File: src/dq_pkg.sv
// dq_pkg: shared widths, operation codes, status codes and default depth
// for the double-ended queue. No dependencies.
package dq_pkg;

  // payload widths
  localparam int unsigned VAL_W    = 32;
  localparam int unsigned OP_W     = 3;
  localparam int unsigned STATUS_W = 2;
  localparam int unsigned COUNT_W  = 5;

  // default number of entries
  localparam int unsigned DQ_DEPTH = 16;

  // operation codes
  localparam logic [OP_W-1:0] OP_PUSH_FRONT = 3'd0;
  localparam logic [OP_W-1:0] OP_PUSH_BACK  = 3'd1;
  localparam logic [OP_W-1:0] OP_POP_FRONT  = 3'd2;
  localparam logic [OP_W-1:0] OP_POP_BACK   = 3'd3;
  localparam logic [OP_W-1:0] OP_LIST       = 3'd4;

  // status codes
  localparam logic [STATUS_W-1:0] STAT_OK    = 2'd0;
  localparam logic [STATUS_W-1:0] STAT_EMPTY = 2'd1;
  localparam logic [STATUS_W-1:0] STAT_FULL  = 2'd2;

endpackage

File: src/dq_mem.sv
// dq_mem: entry storage of the queue, one write port and one registered read port.
// Depends on dq_pkg for the value width.
module dq_mem #(
  parameter int unsigned DEPTH = 16,
  parameter int unsigned IDX_W = $clog2(DEPTH)
) (
  input  logic                        clk_i,
  input  logic                        wr_en_i,
  input  logic [IDX_W-1:0]            wr_addr_i,
  input  logic [dq_pkg::VAL_W-1:0]    wr_data_i,
  input  logic                        rd_en_i,
  input  logic [IDX_W-1:0]            rd_addr_i,
  output logic [dq_pkg::VAL_W-1:0]    rd_data_o
);
  import dq_pkg::*;

  logic [VAL_W-1:0] mem_q [DEPTH];
  logic [VAL_W-1:0] rd_data_q;

  // write port
  always_ff @(posedge clk_i) begin
    if (wr_en_i) begin
      mem_q[wr_addr_i] <= wr_data_i;
    end
  end

  // registered read port, holds between reads
  always_ff @(posedge clk_i) begin
    if (rd_en_i) begin
      rd_data_q <= mem_q[rd_addr_i];
    end
  end

  assign rd_data_o = rd_data_q;

endmodule

File: src/double_ended_queue.sv
// double_ended_queue: bounded deque of signed 32-bit values, sequencer and output register.
// Depends on dq_pkg and dq_mem.
//
//   channel | direction | handshake             | fields
//   --------+-----------+-----------------------+--------------------------------
//   in      | input     | in_valid_i/in_stall_o | operation_i, value_i
//   out     | output    | out_valid_o/out_stall_i| value_res_o, status_o, count_o, last_o
//
// A push or pop gives one beat. A list of N stored entries gives N beats, with
// one memory read per entry through the single read port and the first read
// issued in the accept cycle. The input stalls during a list walk
// and while an undelivered result is held by a stalled output.
// Reset (rst_ni low) empties the queue at once; the entry memory is not cleared.
module double_ended_queue #(
  parameter int unsigned DEPTH = dq_pkg::DQ_DEPTH
) (
  input  logic                             clk_i,
  input  logic                             rst_ni,
  input  logic                             in_valid_i,
  output logic                             in_stall_o,
  input  logic [dq_pkg::OP_W-1:0]          operation_i,
  input  logic signed [dq_pkg::VAL_W-1:0]  value_i,
  output logic                             out_valid_o,
  input  logic                             out_stall_i,
  output logic signed [dq_pkg::VAL_W-1:0]  value_res_o,
  output logic [dq_pkg::STATUS_W-1:0]      status_o,
  output logic [dq_pkg::COUNT_W-1:0]       count_o,
  output logic                             last_o
);
  import dq_pkg::*;

  localparam int unsigned IDX_W = $clog2(DEPTH);
  localparam int unsigned CNT_W = $clog2(DEPTH + 1);

  typedef enum logic [1:0] {
    S_IDLE = 2'b01,
    S_LIST = 2'b10
  } state_e;

  state_e             state_q, state_d;
  logic [IDX_W-1:0]   front_q, front_d;
  logic [CNT_W-1:0]   fill_q, fill_d;
  logic [IDX_W-1:0]   walk_q, walk_d;
  logic [CNT_W-1:0]   rem_q, rem_d;

  logic               out_valid_q, out_valid_d;
  logic [VAL_W-1:0]   out_value_q, out_value_d;
  logic [STATUS_W-1:0] out_status_q, out_status_d;
  logic [COUNT_W-1:0] out_count_q, out_count_d;
  logic               out_last_q, out_last_d;

  logic               accept;
  logic               out_free;
  logic               full;
  logic               empty;
  logic [IDX_W-1:0]   front_inc;
  logic [IDX_W-1:0]   front_dec;
  logic [IDX_W-1:0]   walk_inc;
  logic [IDX_W:0]     back_sum;
  logic [IDX_W-1:0]   back_idx;

  logic               wr_en;
  logic [IDX_W-1:0]   wr_addr;
  logic               rd_en;
  logic [IDX_W-1:0]   rd_addr;
  logic [VAL_W-1:0]   rd_data;

  // handshake
  assign out_free   = !out_valid_q || !out_stall_i;
  assign in_stall_o = (state_q != S_IDLE) || !out_free;
  assign accept     = in_valid_i && !in_stall_o;

  assign full  = (fill_q == CNT_W'(DEPTH));
  assign empty = (fill_q == '0);

  // circular index arithmetic
  assign front_inc = (front_q == IDX_W'(DEPTH - 1)) ? '0 : front_q + 1'b1;
  assign front_dec = (front_q == '0) ? IDX_W'(DEPTH - 1) : front_q - 1'b1;
  assign walk_inc  = (walk_q == IDX_W'(DEPTH - 1)) ? '0 : walk_q + 1'b1;
  assign back_sum  = {1'b0, front_q} + (IDX_W + 1)'(fill_q);
  assign back_idx  = (back_sum >= (IDX_W + 1)'(DEPTH)) ?
                     IDX_W'(back_sum - (IDX_W + 1)'(DEPTH)) : back_sum[IDX_W-1:0];

  // sequencer
  always_comb begin
    state_d      = state_q;
    front_d      = front_q;
    fill_d       = fill_q;
    walk_d       = walk_q;
    rem_d        = rem_q;
    out_valid_d  = out_valid_q && out_stall_i;
    out_value_d  = out_value_q;
    out_status_d = out_status_q;
    out_count_d  = out_count_q;
    out_last_d   = out_last_q;
    wr_en        = 1'b0;
    wr_addr      = back_idx;
    rd_en        = 1'b0;
    rd_addr      = front_q;

    case (state_q)
      S_IDLE: begin
        if (accept) begin
          out_value_d = '0;
          out_last_d  = 1'b1;
          case (operation_i)
            OP_PUSH_FRONT, OP_PUSH_BACK: begin
              out_valid_d = 1'b1;
              if (full) begin
                out_status_d = STAT_FULL;
                out_count_d  = COUNT_W'(fill_q);
              end else begin
                wr_en = 1'b1;
                if (operation_i == OP_PUSH_FRONT) begin
                  wr_addr = front_dec;
                  front_d = front_dec;
                end
                fill_d       = fill_q + 1'b1;
                out_status_d = STAT_OK;
                out_count_d  = COUNT_W'(fill_q + 1'b1);
              end
            end
            OP_POP_FRONT, OP_POP_BACK: begin
              out_valid_d = 1'b1;
              if (empty) begin
                out_status_d = STAT_EMPTY;
                out_count_d  = '0;
              end else begin
                if (operation_i == OP_POP_FRONT) begin
                  front_d = front_inc;
                end
                fill_d       = fill_q - 1'b1;
                out_status_d = STAT_OK;
                out_count_d  = COUNT_W'(fill_q - 1'b1);
              end
            end
            OP_LIST: begin
              if (empty) begin
                out_valid_d  = 1'b1;
                out_status_d = STAT_EMPTY;
                out_count_d  = '0;
              end else begin
                // first read goes out now, data lands next cycle
                rd_en   = 1'b1;
                rd_addr = front_q;
                walk_d  = front_q;
                rem_d   = fill_q - 1'b1;
                state_d = S_LIST;
              end
            end
            default: begin
              // unused codes: beat consumed, nothing emitted
            end
          endcase
        end
      end
      S_LIST: begin
        // one entry per free output slot, next read issued alongside
        if (out_free) begin
          out_valid_d  = 1'b1;
          out_value_d  = rd_data;
          out_status_d = STAT_OK;
          out_count_d  = COUNT_W'(fill_q);
          out_last_d   = (rem_q == '0);
          if (rem_q == '0) begin
            state_d = S_IDLE;
          end else begin
            rd_en   = 1'b1;
            rd_addr = walk_inc;
            walk_d  = walk_inc;
            rem_d   = rem_q - 1'b1;
          end
        end
      end
      default: begin
        state_d = S_IDLE;
      end
    endcase
  end

  // control state
  always_ff @(posedge clk_i or negedge rst_ni) begin
    if (!rst_ni) begin
      state_q     <= S_IDLE;
      front_q     <= '0;
      fill_q      <= '0;
      out_valid_q <= 1'b0;
    end else begin
      state_q     <= state_d;
      front_q     <= front_d;
      fill_q      <= fill_d;
      out_valid_q <= out_valid_d;
    end
  end

  // walk pointer, remaining count and output payload
  always_ff @(posedge clk_i) begin
    walk_q       <= walk_d;
    rem_q        <= rem_d;
    out_value_q  <= out_value_d;
    out_status_q <= out_status_d;
    out_count_q  <= out_count_d;
    out_last_q   <= out_last_d;
  end

  // entry storage
  dq_mem #(
    .DEPTH (DEPTH),
    .IDX_W (IDX_W)
  ) u_mem (
    .clk_i     (clk_i),
    .wr_en_i   (wr_en),
    .wr_addr_i (wr_addr),
    .wr_data_i (value_i),
    .rd_en_i   (rd_en),
    .rd_addr_i (rd_addr),
    .rd_data_o (rd_data)
  );

  assign out_valid_o = out_valid_q;
  assign value_res_o = out_value_q;
  assign status_o    = out_status_q;
  assign count_o     = out_count_q;
  assign last_o      = out_last_q;

endmodule

File: config.mk
export PLATFORM = sky130hd
export DESIGN_NAME = double_ended_queue
export DESIGN_NICKNAME = d
export VERILOG_FILES = /design/src/dq_pkg.sv /design/src/dq_mem.sv /design/src/double_ended_queue.sv
export SDC_FILE = /design/constraint.sdc
export NUM_CORES = 1
export LEC_CHECK = 0
export ABC_CLOCK_PERIOD_IN_PS = 7800
export BUFFER_PORTS_ARGS = -buffer_cell sky130_fd_sc_hd__buf_4
export CAP_MARGIN = 30
export CORE_AREA = 2 2 211 213
export DETAILED_ROUTE_END_ITERATION = 12
export DIE_AREA = 0 0 213 215
export HOLD_SLACK_MARGIN = 0.05
export PLACE_DENSITY_LB_ADDON = 0.25
export SYNTH_ARGS = -nofsm -noshare
export SYNTH_HDL_FRONTEND = slang
export SYNTH_SLANG_ARGS = --single-unit
File: constraint.sdc
create_clock -name clk_i -period 7.8 [get_ports clk_i]
set_input_delay 1.56 -clock clk_i [delete_from_list [all_inputs] [get_ports clk_i]]
set_output_delay 1.56 -clock clk_i [all_outputs]
set_load 0.01 [all_outputs]
### After elaboration in Yosys (flattened, before gate mapping)

Memories as Yosys holds them, arrays and structs flattened. A register that Yosys moved wholly into a read port is not among the register bits.
Cells that the tools add are included.

| word-level totals | value |
|---|---|
| bits in writable memories | 512 |
| register bits | 61 |
| memories | 1 |
| word-level logic and storage cells | 138 |
| output and inout port bits | 42 |

| cells by class | value |
|---|---|
| add/subtract/negate cells | 8 |
| reduce and logical (&&, ||, !) cells | 23 |
| mux-type cells | 73 |
| equal/unequal tests | 22 |
| $lt $le $gt $ge | 1 |

Memories:

| memory | depth | width | read ports | clocked after Yosys merged registers in | write ports | RTL line | RTL |
|---|---|---|---|---|---|---|---|
| u_mem.mem_q | 16 | 32 | 1 | 1 | 1 | dq_mem.sv:17 | `logic [VAL_W-1:0] mem_q [DEPTH];` |

Operators by type and width:

| cell | count |
|---|---|
| $mux W4 | 21 |
| $mux W32 | 2 |
| $pmux W32 S2 | 1 |
| $mux W5 | 10 |
| $pmux W5 S2 | 3 |
| $mux W2 | 9 |
| $ne A2 B2 Y1 const B | 9 |
| $mux W1 | 17 |
| $pmux W4 S2 | 2 |
| $pmux W5 S3 | 1 |
| $logic_not A5 Y1 | 2 |
| $reduce_and A5 Y1 | 2 |
| $sub A5 B1 Y5 const B | 2 |
| $add A4 B1 Y4 const B | 2 |
| $eq A4 B4 Y1 const B | 2 |
| $pmux W1 S2 | 4 |
| $pmux W2 S2 | 2 |
| $sub A4 B1 Y4 const B | 2 |
| $reduce_and A7 Y1 | 1 |
| $eq A3 B2 Y1 const B | 2 |
| $pmux W2 S3 | 1 |
| $reduce_and A6 Y1 | 1 |
| $add A4 B5 Y5 | 1 |
| $add A5 B1 Y5 const B | 1 |
| 19 further kinds | 27 |

### Longest topological paths before layout

| depth | value |
|---|---|
| depth after elaboration | 10 |
| depth in mapped cells | 12 |

### Hierarchy

Synthesis repeated with hierarchy kept, for this count alone.

| unflattened totals | value |
|---|---|
| cell total of the unflattened synthesis | 1127 |
| area, all modules | 23457.5 um^2 |

By module, submodules not included:

| module | area each (um^2) | instances | cells each |
|---|---|---|---|
| dq_mem | 20155.6 | 1 | 838 |
| double_ended_queue | 3301.9 | 1 | 289 |

### Worst setup path before layout

No wires, ideal clock.

| timing path | value |
|---|---|
| path type | input-to-reg |
| start | input port out_stall_i |
| end | memory u_mem.mem_q[4][0], enable pin |
| path buffers | 0 |
| data required time | 7.379 ns |
| setup slack | 2.942 ns |
| setup time | 0.421 ns |
| stages on the path | 6 |
| data arrival time | 4.437 ns |
| cells stage by stage | nand2_1 > nand4b_1 > nor4_1 > mux2_2 > nand3b_1 > nor2_1 |

| between the ends | value |
|---|---|
| cells in the longest elaborated chain, start to end | 10 |
| elaborated cells between the ends (all ways) | 12 |
| classes of those cells | mux (6); reduce/logical (6) |

RTL lines:

| what | RTL line | RTL |
|---|---|---|
| from (decl) | double_ended_queue.sv:24 | `input logic out_stall_i,` |
| $logic_not A1 Y1 (*) | double_ended_queue.sv:69 | `assign out_free = !out_valid_q \|\| !out_stall_i;` |
| $logic_or A1 B1 Y1 (*) | double_ended_queue.sv:69 |  |
| $logic_not A1 Y1 (*) | double_ended_queue.sv:70 | `assign in_stall_o = (state_q != S_IDLE) \|\| !out_free;` |
| $logic_or A1 B1 Y1 (*) | double_ended_queue.sv:70 |  |
| $logic_not A1 Y1 (*) | double_ended_queue.sv:71 | `assign accept = in_valid_i && !in_stall_o;` |
| $logic_and A1 B1 Y1 (*) | double_ended_queue.sv:71 |  |
| $mux W1 | double_ended_queue.sv:103 | `if (accept) begin` |
| $mux W1 | double_ended_queue.sv:101 | `case (state_q)` |
| $mux W1 | dq_mem.sv:22 | `if (wr_en_i) begin` |
| $mux W1 (implied by the code) | dq_mem.sv:23 | `mem_q[wr_addr_i] <= wr_data_i;` |
| to (decl) | dq_mem.sv:17 |  |

Every way passes the cells marked *; elsewhere a longest branch is shown, timed or not.

### Worst setup path after layout

| timing path | value |
|---|---|
| start | register state_q[0] |
| end | register u_mem.rd_data_q[9], in the netlist u_mem.rd_data_o[9], read port of u_mem.mem_q (data pin) |

| between the ends | value |
|---|---|
| cells in the longest elaborated chain, start to end | 6 |
| elaborated cells between the ends (all ways) | 9 |
| classes of those cells | eq/ne (3); mux (3); reduce/logical (3) |

RTL lines:

| what | RTL line | RTL |
|---|---|---|
| from (decl) | double_ended_queue.sv:40 | `state_e state_q, state_d;` |
| from (signal assigned) | double_ended_queue.sv:189 | `state_q <= state_d;` |
| $ne A2 B1 Y1 | double_ended_queue.sv:70 |  |
| $logic_or A1 B1 Y1 | double_ended_queue.sv:70 |  |
| $logic_not A1 Y1 | double_ended_queue.sv:71 |  |
| $logic_and A1 B1 Y1 | double_ended_queue.sv:71 |  |
| $mux W1 | double_ended_queue.sv:103 |  |
| $pmux W1 S2 | double_ended_queue.sv:101 |  |
| to (decl) | dq_mem.sv:18 | `logic [VAL_W-1:0] rd_data_q;` |

Several ways; a longest one is shown, not always the timed one.
A chain may end at the register's enable or synchronous reset.

==> flow_metrics.tcl <==
set metrics [dict create \
    switching_power_mw 3.82 \
    postCtsSetupBuffers 0 \
    drc 0 \
    r2r_setup_slack_ps 3000 \
    syn_area_per_cell_um2 15.5 \
    yosysWarnings 0 \
    pin_count 81 \
    clockBufferDepth 3 \
    wl_met1_um 23700 \
    fill_cells 3063 \
    drtAntennaViolNets 0 \
    fp.dieW_um 213 \
    dr.pass1.iters 6 \
    cellLeakagePower_nw 9.55 \
    required_ps 8290 \
    first_global_vias 14244 \
    drv_slew 0 \
    final_hold_viol_count 0 \
    synth_top_area_share_pct 72.5 \
    p_sw_share_pct 35.2 \
    viasPerCell 6.32 \
    synth_common_cells "edfxtp_1 (593), nand2_1 (134), a211oi_1 (125)" \
    fmax_mhz 208 \
    syn_nets 1640 \
    arrival_ps 5290 \
    holdPathStages 1 \
    combinationalPowerShare_pct 36.0 \
    vias 14526 \
    core_area_um2 43600 \
    synth_area_leader_cell "edfxtp_1" \
    relSlewSlack_pct 39.2 \
    r2r-start "state_q[0]" \
    grt_setup_unrepaired "false" \
    insertion_delay_ps 620 \
    maxCapViolations 0 \
    cp_max_fo 79 \
    wl_um 56600 \
    r2r_end "u_mem.rd_data_o[9]" \
    min_to "value_res_o[5]" \
    numCtsBuffers 59 \
    hold_start "u_mem.rd_data_o[5]" \
    synth.most_common_cell "edfxtp_1" \
    setup_violations 0 \
    grt.overflow.total 0 \
    yosysSeqAreaShare_pct 73.8 \
    final_area_um2 27900 \
    drtIter0Drc 1627 \
    synth_compound_area_share_pct 10.5 \
    synth-edff-count 593 \
    ys.flop_type "edfxtp_1" \
    yosys.area_share.simple_pct 7.85 \
    io_buffers 80 \
    row_count 77 \
    diodes 0 \
    synth-xor-area-share_pct 0.642 \
    clock_skew_ps 27.3 \
    cts-root-buf "clkbuf_16" \
    synth.area.top_cells "edfxtp_1 (73%), a211oi_1 (3.8%), mux2i_1 (3.8%)" \
    start_util_pct 56.3 \
    status "completed" \
    async_reset_ff_share_pct 1.98 \
    fp.dieArea_um2 45800 \
    pwr-share-seq_pct 38.7 \
    placed_area_um2 25900 \
    netlist_area_um2 24500 \
    p_total_mw 10.8 \
    areaGrowthSynthToFinish_pct 13.5 \
    fin_tns_setup_ps 0 \
    cts_tree "yes" \
    p_int_mw 7.03 \
    die_h_um 215 \
    power_density_nw_per_um2 390 \
    tightest_slew_ps 912 \
    post_cts_resized 0 \
    path_class "register to register" \
    wire_per_inst_um 24.6 \
    wl_met3_um 4690 \
    antenna_found_initial 0 \
    period_share_pct 61.5 \
    syn_inst 1587 \
    synth_top_family_by_area "compound AO/OA/AOI/OAI gates" \
    highest_layer "met4" \
    hpwlAfterDp_um 31000 \
    ys_ff_latch 605 \
    grt_pass1_wl_um 85700 \
    hold_class "register to register" \
    finalWorstSetupSlack_ps 3000 \
    met2WireLength_um 26600 \
    reg2reg_depth 12 \
    clkSinkCount 605 \
    p_clk_share_pct 25.4 \
    whs_ps 522 \
    postCtsHoldBufs 0 \
    ys_types 59 \
    gp_congestion 0.844 \
    grt_max_degree 80 \
    start_kind "register" \
    nets 1711 \
    min_period_ps 4800 \
    critPathCaptureType "register" \
    synth-adder-area-share_pct 0.744 \
    cts.clk_slew.worst_paths_ps 60 \
    ir_worst_vdd_v 0.000399 \
    synthMuxAreaShare_pct 3.89 \
    grtUsageTotal_pct 25.1 \
    htreeDepth 2 \
    place_ws_ps 2700 \
    drive_gt1_share_pct 15.3 \
]
[cell usage in the layout, fill, tap and decap left out, types with 5 or more instances in the layout]
cell type and count:
buf_4 114, a211oi_1 125, a32oi_1 21, nor2_4 17
nand2_1 133, edfxtp_1 593, o32ai_1 5, a21oi_1 20
xor2_1 7, clkinv_2 13, and2_1 32, and4_1 5
nand3_1 10, bufinv_16 5, nand2b_1 7, a221oi_1 32
and3_1 124, ha_1 12, inv_1 14, clkinv_1 14
a31oi_1 32, clkbuf_1 10, nor2b_1 5, mux2i_1 92
dfrtp_1 11, o221a_2 13, o21ai_1 9, buf_16 6
xnor2_1 11, clkbuf_16 59, o2111a_1 11, nor2_1 17
o21ai_0 61
[cell type report]
cell class                 count  area (um2)  area share, %
clock buffer                  69        1510           5.44
clock inverter                41         354           1.27
inverter                      14        52.6          0.189
tap                          592         741           2.66
multi-input combinational    856        6040           21.7
sequential                   605       18100           65.0
timing repair buffer         122        1050           3.76
[power groups by stage]
stage                     logic [mW]  clock network (mW)  registers (mW)
after floorplan                 2.63                   0            4.25
after global placement          3.73                   0            4.25
after detailed placement        3.87                   0            4.26
after CTS                       3.88                2.79            4.19
after global routing            4.23                2.92            4.22
final                           3.90                2.75            4.19
[critical path, stage by stage, from the launching register on]
cell,delay (ps)
dfstp_2,370
inv_1,70
ha_2,160
buf_4,590
a21boi_0,610
nand3_4,650
nand2_4,200
buf_4,340
buf_16,360
buf_4,610
a211oi_1,170
o21ai_0,240
o2111a_1,220
[through the flow]
| stage | util (%) | cells |
|---|---|---|
| 2_1_floorplan | - | 1587 |
| 4_1_cts | 63.7 | 2296 |
| 6_report | 63.8 | 2299 |
| 5_1_grt | 63.8 | 2299 |
| 3_5_place_dp | 59.4 | 2186 |
| 3_3_place_gp | 59.1 | 2180 |
[routing by layer]
metal | global-route usage (%) | vias to the layer above
met4 | 8.18 | 0
met1 | 35.9 | 7287
li1 | - | 6451
met3 | 4.97 | 111
met5 | 0 | -
met2 | 38.9 | 677
[cells by family (layout without fill, tap and decap cells)]
family,after synthesis,in the layout
compound gates,357,357
xor+xnor,18,18
fa+ha+maj,14,14
buf+inv,126,246
flops,605,605
mux,95,95
simple gates,372,372
[sequential cells by signal, indices dropped and copies added (netlist names)]
signal           flops
u_mem.rd_data_o     32
out_valid_o          1
u_mem.mem_q        512
status_o             2
fill_q               5
last_o               1
state_q              2
front_q              4
count_o              5
rem_q                5
walk_q               4
value_res_o         32
[worst max path at each step]
| stage | startpoint | to | slack, ps | depth (start not counted) |
|---|---|---|---|---|
| finish | state_q[0] | u_mem.rd_data_o[9] | 3000 | 12 |
| global route | state_q[0] | u_mem.rd_data_o[27] | 2690 | 12 |
| CTS | state_q[0] | u_mem.rd_data_o[8] | 3050 | 12 |
| detailed placement | out_stall_i | u_mem.rd_data_o[24] | 2700 | 10 |
| global placement | out_stall_i | u_mem.rd_data_o[26] | 2520 | 9 |
| floorplan | out_stall_i | u_mem.mem_q[4][0] | 2940 | 6 |
Power figures use the tool's default switching activity.
